$ cat config.mk
export PLATFORM = sky130hd
export DESIGN_NAME = max_tracking_stack
export DESIGN_NICKNAME = d
export VERILOG_FILES = /design/src/hdl/mts_pkg.sv /design/src/hdl/mts_ctrl.sv /design/src/hdl/mts_datapath.sv /design/src/hdl/max_tracking_stack.sv
export VERILOG_INCLUDE_DIRS = /design/src /design/src/hdl
export SDC_FILE = /design/constraint.sdc
export NUM_CORES = 2
export LEC_CHECK = 0
export BUFFER_PORTS_ARGS = -buffer_cell sky130_fd_sc_hd__buf_2
export CORE_MARGIN = 4
export CORE_UTILIZATION = 40
export CTS_BUF_LIST = sky130_fd_sc_hd__clkbuf_4 sky130_fd_sc_hd__clkbuf_8
export CTS_CLUSTER_DIAMETER = 200
export DETAILED_ROUTE_END_ITERATION = 6
export GPL_TIMING_DRIVEN = 0
export PLACE_DENSITY = 0.57
export SLEW_MARGIN = 20
export SYNTH_ARGS = -nofsm -noshare
export SYNTH_HDL_FRONTEND = slang
export SYNTH_HIERARCHICAL = 1
export SYNTH_SLANG_ARGS = --single-unit
$ cat constraint.sdc
create_clock -name clk_i -period 6.8 [get_ports clk_i]
set_clock_uncertainty 0.1 [all_clocks]
set_input_delay 1.36 -clock clk_i [delete_from_list [all_inputs] [get_ports clk_i]]
set_output_delay 1.36 -clock clk_i [all_outputs]
set_load 0.02 [all_outputs]
$ cat src/hdl/max_tracking_stack_assert.svh
// Assertion macros for the max tracking stack
`ifndef MAX_TRACKING_STACK_ASSERT_SVH
`define MAX_TRACKING_STACK_ASSERT_SVH

// same-cycle implication
`define MTS_ASSERT_NOW(lbl, ante, cons) \
  lbl: assert property (@(posedge clk_i) disable iff (!rst_ni) (ante) |-> (cons)) \
    else $error("max_tracking_stack: check failed");

// next-cycle implication
`define MTS_ASSERT_NEXT(lbl, ante, cons) \
  lbl: assert property (@(posedge clk_i) disable iff (!rst_ni) (ante) |=> (cons)) \
    else $error("max_tracking_stack: check failed");

`endif

$ cat src/hdl/mts_pkg.sv
`default_nettype none

package mts_pkg;

  localparam int unsigned DEPTH_DEFAULT = 64;
  localparam int unsigned WIDTH_DEFAULT = 32;

  typedef logic [1:0] mts_action_t;
  typedef logic [1:0] mts_status_t;

  localparam mts_action_t ACT_PUSH  = 2'd0;
  localparam mts_action_t ACT_POP   = 2'd1;
  localparam mts_action_t ACT_QUERY = 2'd2;

  localparam mts_status_t STAT_OK    = 2'd0;
  localparam mts_status_t STAT_EMPTY = 2'd1;
  localparam mts_status_t STAT_FULL  = 2'd2;

  typedef struct packed {
    logic        accept;
    logic        push;
    logic        pop;
    logic        load_top;
    logic        load_out;
    mts_status_t status;
  } mts_cmd_t;

  typedef struct packed {
    logic empty;
    logic full;
  } mts_stat_t;

endpackage

`default_nettype wire

$ cat src/hdl/mts_ctrl.sv
`default_nettype none

module mts_ctrl
  import mts_pkg::*;
(
  input  wire logic        clk_i,
  input  wire logic        rst_ni,
  input  wire logic        in_valid_i,
  output logic             in_stall_o,
  input  wire mts_action_t action_i,
  output logic             out_valid_o,
  input  wire logic        out_stall_i,
  input  wire mts_stat_t   stat_i,
  output mts_cmd_t         cmd_o
);

  typedef enum logic [1:0] {
    S_IDLE,
    S_READ,
    S_EMIT
  } state_e;

  state_e state_q, state_d;
  logic   out_valid_q;
  logic   slot_free;
  mts_status_t query_status;

  assign in_stall_o   = (state_q != S_IDLE);
  assign out_valid_o  = out_valid_q;
  assign slot_free    = !out_valid_q || !out_stall_i;
  assign query_status = stat_i.empty ? STAT_EMPTY : STAT_OK;

  always_comb begin
    cmd_o   = '0;
    state_d = state_q;
    case (state_q)
      S_IDLE: begin
        if (in_valid_i) begin
          cmd_o.accept = 1'b1;
          state_d      = S_EMIT;
          case (action_i)
            ACT_PUSH: begin
              if (stat_i.full) begin
                cmd_o.status = STAT_FULL;
              end else begin
                cmd_o.push = 1'b1;
              end
            end
            ACT_POP: begin
              if (stat_i.empty) begin
                cmd_o.status = STAT_EMPTY;
              end else begin
                cmd_o.pop = 1'b1;
                state_d   = S_READ;
              end
            end
            ACT_QUERY: cmd_o.status = query_status;
            default:   cmd_o.status = query_status;
          endcase
        end
      end
      S_READ: begin
        cmd_o.load_top = 1'b1;
        state_d        = S_EMIT;
      end
      S_EMIT: begin
        if (slot_free) begin
          cmd_o.load_out = 1'b1;
          state_d        = S_IDLE;
        end
      end
      default: state_d = S_IDLE;
    endcase
  end

  always_ff @(posedge clk_i or negedge rst_ni) begin
    if (!rst_ni) begin
      state_q     <= S_IDLE;
      out_valid_q <= 1'b0;
    end else begin
      state_q <= state_d;
      if (cmd_o.load_out) begin
        out_valid_q <= 1'b1;
      end else if (!out_stall_i) begin
        out_valid_q <= 1'b0;
      end
    end
  end

endmodule

`default_nettype wire

$ cat src/hdl/mts_datapath.sv
`default_nettype none

module mts_datapath
  import mts_pkg::*;
#(
  parameter int unsigned DEPTH = DEPTH_DEFAULT,
  parameter int unsigned WIDTH = WIDTH_DEFAULT,
  localparam int unsigned AW = (DEPTH > 1) ? $clog2(DEPTH) : 1,
  localparam int unsigned DW = $clog2(DEPTH + 1)
) (
  input  wire logic                    clk_i,
  input  wire logic                    rst_ni,
  input  wire logic signed [WIDTH-1:0] value_i,
  input  wire mts_cmd_t                cmd_i,
  output mts_stat_t                    stat_o,
  output mts_status_t                  status_o,
  output logic signed [WIDTH-1:0]      top_value_o,
  output logic signed [WIDTH-1:0]      max_value_o,
  output logic [DW-1:0]                depth_o,
  output logic                         is_empty_o
);

  logic [2*WIDTH-1:0] mem [DEPTH];
  logic [2*WIDTH-1:0] rdata_q;

  logic [DW-1:0]           sp_q;
  logic signed [WIDTH-1:0] top_val_q, top_max_q;
  logic signed [WIDTH-1:0] push_max;
  logic [AW-1:0]           wr_addr, rd_addr;
  logic [DW-1:0]           rd_ptr;
  mts_status_t             status_q;

  assign stat_o.empty = (sp_q == '0);
  assign stat_o.full  = (sp_q == DW'(DEPTH));

  // top cache holds entry sp-1, so its max is the running max below a push
  assign push_max = (!stat_o.empty && !(value_i > top_max_q)) ? top_max_q : value_i;
  assign wr_addr  = sp_q[AW-1:0];
  assign rd_ptr   = sp_q - DW'(1) - DW'(1);
  assign rd_addr  = rd_ptr[AW-1:0];

  always_ff @(posedge clk_i) begin
    if (cmd_i.push) begin
      mem[wr_addr] <= {value_i, push_max};
    end
  end

  always_ff @(posedge clk_i) begin
    rdata_q <= mem[rd_addr];
  end

  always_ff @(posedge clk_i or negedge rst_ni) begin
    if (!rst_ni) begin
      sp_q <= '0;
    end else if (cmd_i.push) begin
      sp_q <= sp_q + DW'(1);
    end else if (cmd_i.pop) begin
      sp_q <= sp_q - DW'(1);
    end
  end

  always_ff @(posedge clk_i) begin
    if (cmd_i.push) begin
      top_val_q <= value_i;
      top_max_q <= push_max;
    end else if (cmd_i.load_top) begin
      top_val_q <= rdata_q[2*WIDTH-1:WIDTH];
      top_max_q <= rdata_q[WIDTH-1:0];
    end
    if (cmd_i.accept) begin
      status_q <= cmd_i.status;
    end
    if (cmd_i.load_out) begin
      status_o    <= status_q;
      top_value_o <= stat_o.empty ? '0 : top_val_q;
      max_value_o <= stat_o.empty ? '0 : top_max_q;
      depth_o     <= sp_q;
      is_empty_o  <= stat_o.empty;
    end
  end

endmodule

`default_nettype wire

$ cat src/hdl/max_tracking_stack.sv
`default_nettype none

// Stack of signed values that reports its running maximum with every transaction.
// Each input transaction (push, pop or query) yields one result: status, top value,
// maximum, depth and empty flag as they stand afterwards. A push, query or refused pop
// passes S_EMIT before its result is loaded into the output register, a successful pop
// S_READ and then S_EMIT, the extra state being the registered read of the entry below
// from the single stack memory; S_EMIT waits while the output is stalled. A new transaction
// is taken once the previous result has been loaded into the output register, so
// transactions never overlap. The memory needs no clearing after reset.

module max_tracking_stack
  import mts_pkg::*;
#(
  parameter int unsigned DEPTH = DEPTH_DEFAULT,
  parameter int unsigned WIDTH = WIDTH_DEFAULT,
  localparam int unsigned DW = $clog2(DEPTH + 1)
) (
  input  wire logic                    clk_i,
  input  wire logic                    rst_ni,
  input  wire logic                    in_valid_i,
  output logic                         in_stall_o,
  input  wire logic [1:0]              action_i,
  input  wire logic signed [WIDTH-1:0] value_i,
  output logic                         out_valid_o,
  input  wire logic                    out_stall_i,
  output logic [1:0]                   status_o,
  output logic signed [WIDTH-1:0]      top_value_o,
  output logic signed [WIDTH-1:0]      max_value_o,
  output logic [DW-1:0]                depth_o,
  output logic                         is_empty_o
);

  mts_cmd_t  cmd;
  mts_stat_t stat;

  mts_ctrl u_ctrl (
    .clk_i       (clk_i),
    .rst_ni      (rst_ni),
    .in_valid_i  (in_valid_i),
    .in_stall_o  (in_stall_o),
    .action_i    (action_i),
    .out_valid_o (out_valid_o),
    .out_stall_i (out_stall_i),
    .stat_i      (stat),
    .cmd_o       (cmd)
  );

  mts_datapath #(
    .DEPTH (DEPTH),
    .WIDTH (WIDTH)
  ) u_datapath (
    .clk_i       (clk_i),
    .rst_ni      (rst_ni),
    .value_i     (value_i),
    .cmd_i       (cmd),
    .stat_o      (stat),
    .status_o    (status_o),
    .top_value_o (top_value_o),
    .max_value_o (max_value_o),
    .depth_o     (depth_o),
    .is_empty_o  (is_empty_o)
  );

`include "max_tracking_stack_assert.svh"

  `MTS_ASSERT_NOW(a_empty_zero, out_valid_o && is_empty_o, top_value_o == '0 && max_value_o == '0)
  `MTS_ASSERT_NOW(a_max_ge_top, out_valid_o && !is_empty_o, max_value_o >= top_value_o)
  `MTS_ASSERT_NOW(a_full_depth, out_valid_o && status_o == STAT_FULL, depth_o == DW'(DEPTH))
  `MTS_ASSERT_NOW(a_err_empty, out_valid_o && status_o == STAT_EMPTY, is_empty_o)
  `MTS_ASSERT_NEXT(a_accept_busy, in_valid_i && !in_stall_o, in_stall_o)

endmodule

`default_nettype wire
==> results.toml <==
[worst_setup_path]
critPathBufInv = 10
cp_top_family = "buffers and inverters"
path_max_fanout = 16
critical_path.startpoint_type = "flop"
required_ns = 7.56
crit_slowest_cell = "nor2_4"
critPathKind = "flop to flop"
cpPeakStageDelay_ns = 0.83
cpMostUsedCell = "buf_2"
critPathArrivalTime_ns = 7.60
rrSetupSlack_ns = -0.04
crit_path_end_kind = "flop"
crit_chain = "buf_2 -> buf_2 -> clkbuf_2 -> buf_16 -> inv_1 -> ha_1 -> buf_2 -> nand3b_1 -> nor2_1 -> nor4_1 -> clkbuf_1 -> clkinv_2 -> nor2_1 -> nand2_1 -> nor2_4 -> buf_12 -> buf_12"

[synth]
synthArstFlopShare_pct = 0.2320
synthTopCellsByCount = "edfxtp_1 (4236), mux4_2 (1280), clkbuf_1 (253)"
syn_inst = 6702
ys.warnings.count = 6
yosysMostFrequentCell = "edfxtp_1"
avgSynthCellArea_um2 = 24.56
synthTopCellsByArea = "edfxtp_1 (77%), mux4_2 (18%), mux2i_1 (1.2%)"
synthesis.area_um2 = 164600
yosysTopAreaCellShare_pct = 77.29
yosysUniqueCellTypes = 57
ys.flop_type = "edfxtp_1"
yosysTopAreaCell = "edfxtp_1"
synth_edf_count = 4236
yosysSeqAreaShare_pct = 78.22
ys_ff_latch = 4310
syn_nets = 6780

[cts]
cts_tree = "yes"
clockBufferDepth = 4
clock-root-buffer = "clkbuf_8"
cts_max_level = 6
numCtsBuffers = 687
clkLatencyLatePin_ns = 1.21
clock_sinks = 4310
path_clk_slew_ns = 0.06

[route]
drc = 4
wl_per_cell_um = 33.65
vias = 79720
via_per_inst = 5.733
ant_nets = 0
first_pass_iters = 7
routed_wl_mm = 467.9
drtIter0Drc = 10210

[final_layout]
final_layout_size_suffix_gt1_share_pct = 36.71
fin_nets = 7919
n_fill_cell = 33330
syn2layout_area_growth_pct = 17.34
final_util_pct = 47.11

[placement]
gp_congestion = 0.8915
dp_hpwl_mm = 329.1
portBuffers = 113

[global_route]
grt_pass1_wl_mm = 644.3
grt_overflow = 0
grt_max_degree = 68
grt_util_all_layers_pct = 21.86
grt_pass1_vias = 80720
antenna_found_initial = 56

[hold_path]
hold_class = "primary input to flop"

[sta]
fin_crit_ns = 6.841
tightest_slew_ns = 1.281
finalHoldViolCount = 0
fmax_mhz = 146.2
period_share_pct = 100.6
layout_setup_ws_ns = -0.04069
drv_slew = 0
setup_violations = 22
rsz0062_at_grt = "false"
max_slew_margin_pct = 14.27
setup_tns_ns = -0.4545

[die]
start_util_pct = 40.15
die_area_um2 = 421800
core_um2 = 409900
ios = 114
die_height_um = 649.4
rows = 235
die_w_um = 649.4

[power_and_ir_drop]
vdd_drop_max_uv = 769.9
power_density_nw_per_um2 = 461.9
p_leak_nw = 61.51

[outcome]
status = "finished with violations"
violations = "DRC, setup timing"

[flow_run]
drv_cap = 0
what timing repair did:
item	in CTS	in global routing
resized for setup	16	8
hold buffers	1	0
buffers inserted	17	38
gates cloned	0	0
setup endpoints to repair	3647	217
endpoints found under the hold margin	10	0
pin swaps	10	10
layout make-up:
class | count | area [µm²] | share of cell area, %
diodes | 64 | 160.2 | 0.08293
plain buffers | 350 | 1567 | 0.8112
clock buffers | 947 | 11530 | 5.969
clock inverters | 292 | 1931 | 0.9998
inverters | 72 | 271.5 | 0.1406
multi-input cells | 1967 | 34730 | 17.99
flip-flops and latches | 4310 | 128700 | 66.66
well taps | 5451 | 6820 | 3.532
repair buffers | 453 | 7368 | 3.816
state kept, by name, summed over array words and instances, names as in the netlist, 7 cells and up:
register,cells
u_datapath/sp_q,7
u_datapath/rdata_q,64
u_datapath/mem,4096
u_datapath/top_max_q,32
u_datapath/top_value_o,32
u_datapath/max_value_o,32
u_datapath/depth_o,7
u_datapath/top_val_q,32
kinds of logic (layout without fill, tap and decap cells):
kind of cell,count (synthesis),count (layout),synth area share (%)
flops,4310,4310,78.22
mux,1504,1504,18.97
buf+inv,425,2114,1.007
simple gates,273,273,0.8059
compound gates,139,139,0.6325
fa+ha+maj,41,41,0.3102
xor+xnor,10,10,0.05778
other cells,0,64,0
final timing paths:
| check | endpoint | start | cells past startpoint |
|---|---|---|---|
| max reg2reg | u_datapath/mem[28][39]$_DFFE_PP_ | u_datapath/sp_q[0]$_DFFE_PN0P_ | 17 |
| min | u_ctrl/state_q[1]$_DFFE_PN0P_ | in_valid_i | 2 |
| min in group asynchronous | u_ctrl/state_q[1]$_DFFE_PN0P_ | rst_ni | 2 |
| min reg2reg | u_datapath/top_val_q[28]$_DFFE_PP_ | u_datapath/rdata_q[60]$_DFF_P_ | 1 |
| max in group asynchronous | u_datapath/sp_q[2]$_DFFE_PN0P_ | rst_ni | 2 |
| max | u_datapath/mem[28][39]$_DFFE_PP_ | u_datapath/sp_q[0]$_DFFE_PN0P_ | 17 |
per-stage QoR:
step | std cells | total power, mW | worst slack [ns] | hold WS (ns) | area, µm²
final | 13910 | 89.19 | -0.04069 | 0.3553 | 193100
after global routing | 13880 | 92.37 | 0.0006208 | 0.2623 | 193000
after CTS | 13800 | 90.06 | 0.006717 | 0.2155 | 192500
after detailed placement | 12550 | 68.35 | -1.581 | 0.3933 | 178800
after global placement | 12270 | 67.35 | -8.273 | 0.3985 | 172000
after floorplan | 6702 | 53.05 | 0.1421 | 0.3003 | 164600
cells in the final DEF, fill, tap and decap left out, types with 9 or more instances in the layout:
master / instances
clkbuf_8: 706
dfxtp_1: 64
diode_2: 64
buf_2: 127
and2_1: 31
a21oi_1: 12
nor2_4: 64
buf_16: 78
inv_1: 71
nor2_1: 49
buf_1: 32
clkbuf_4: 249
clkinvlp_4: 11
nor2b_1: 35
a21o_1: 35
inv_12: 15
buf_12: 204
ha_1: 40
nand3_1: 10
dfrtp_1: 10
clkinv_1: 162
nand2_1: 52
buf_4: 80
clkinv_2: 65
clkinv_8: 9
o31ai_1: 32
edfxtp_1: 4236
mux4_2: 1280
mux2i_1: 192
clkbuf_1: 158
mux2_4: 31
clkbuf_2: 101
o221ai_1: 31
metal layers:
metal / routed length [µm] / GRT usage, % / vias up / part of all wire [%]
li1: - / - / 31460 / -
met1: 182900 / 29.58 / 43550 / 39
met2: 225900 / 34.90 / 3923 / 48
met3: 40200 / 4.435 / 777 / 8.6
met4: 18840 / 8.790 / 8 / 4.0
met5: 48 / 0 / - / 0.010
power by group:
| part | internal (mW) | switching [mW] |
|---|---|---|
| clock network | 11.4 | 10.4 |
| logic | 14.9 | 21.3 |
| registers | 30.9 | 0.318 |
Note: power is estimated with default switching activity, not from simulation.
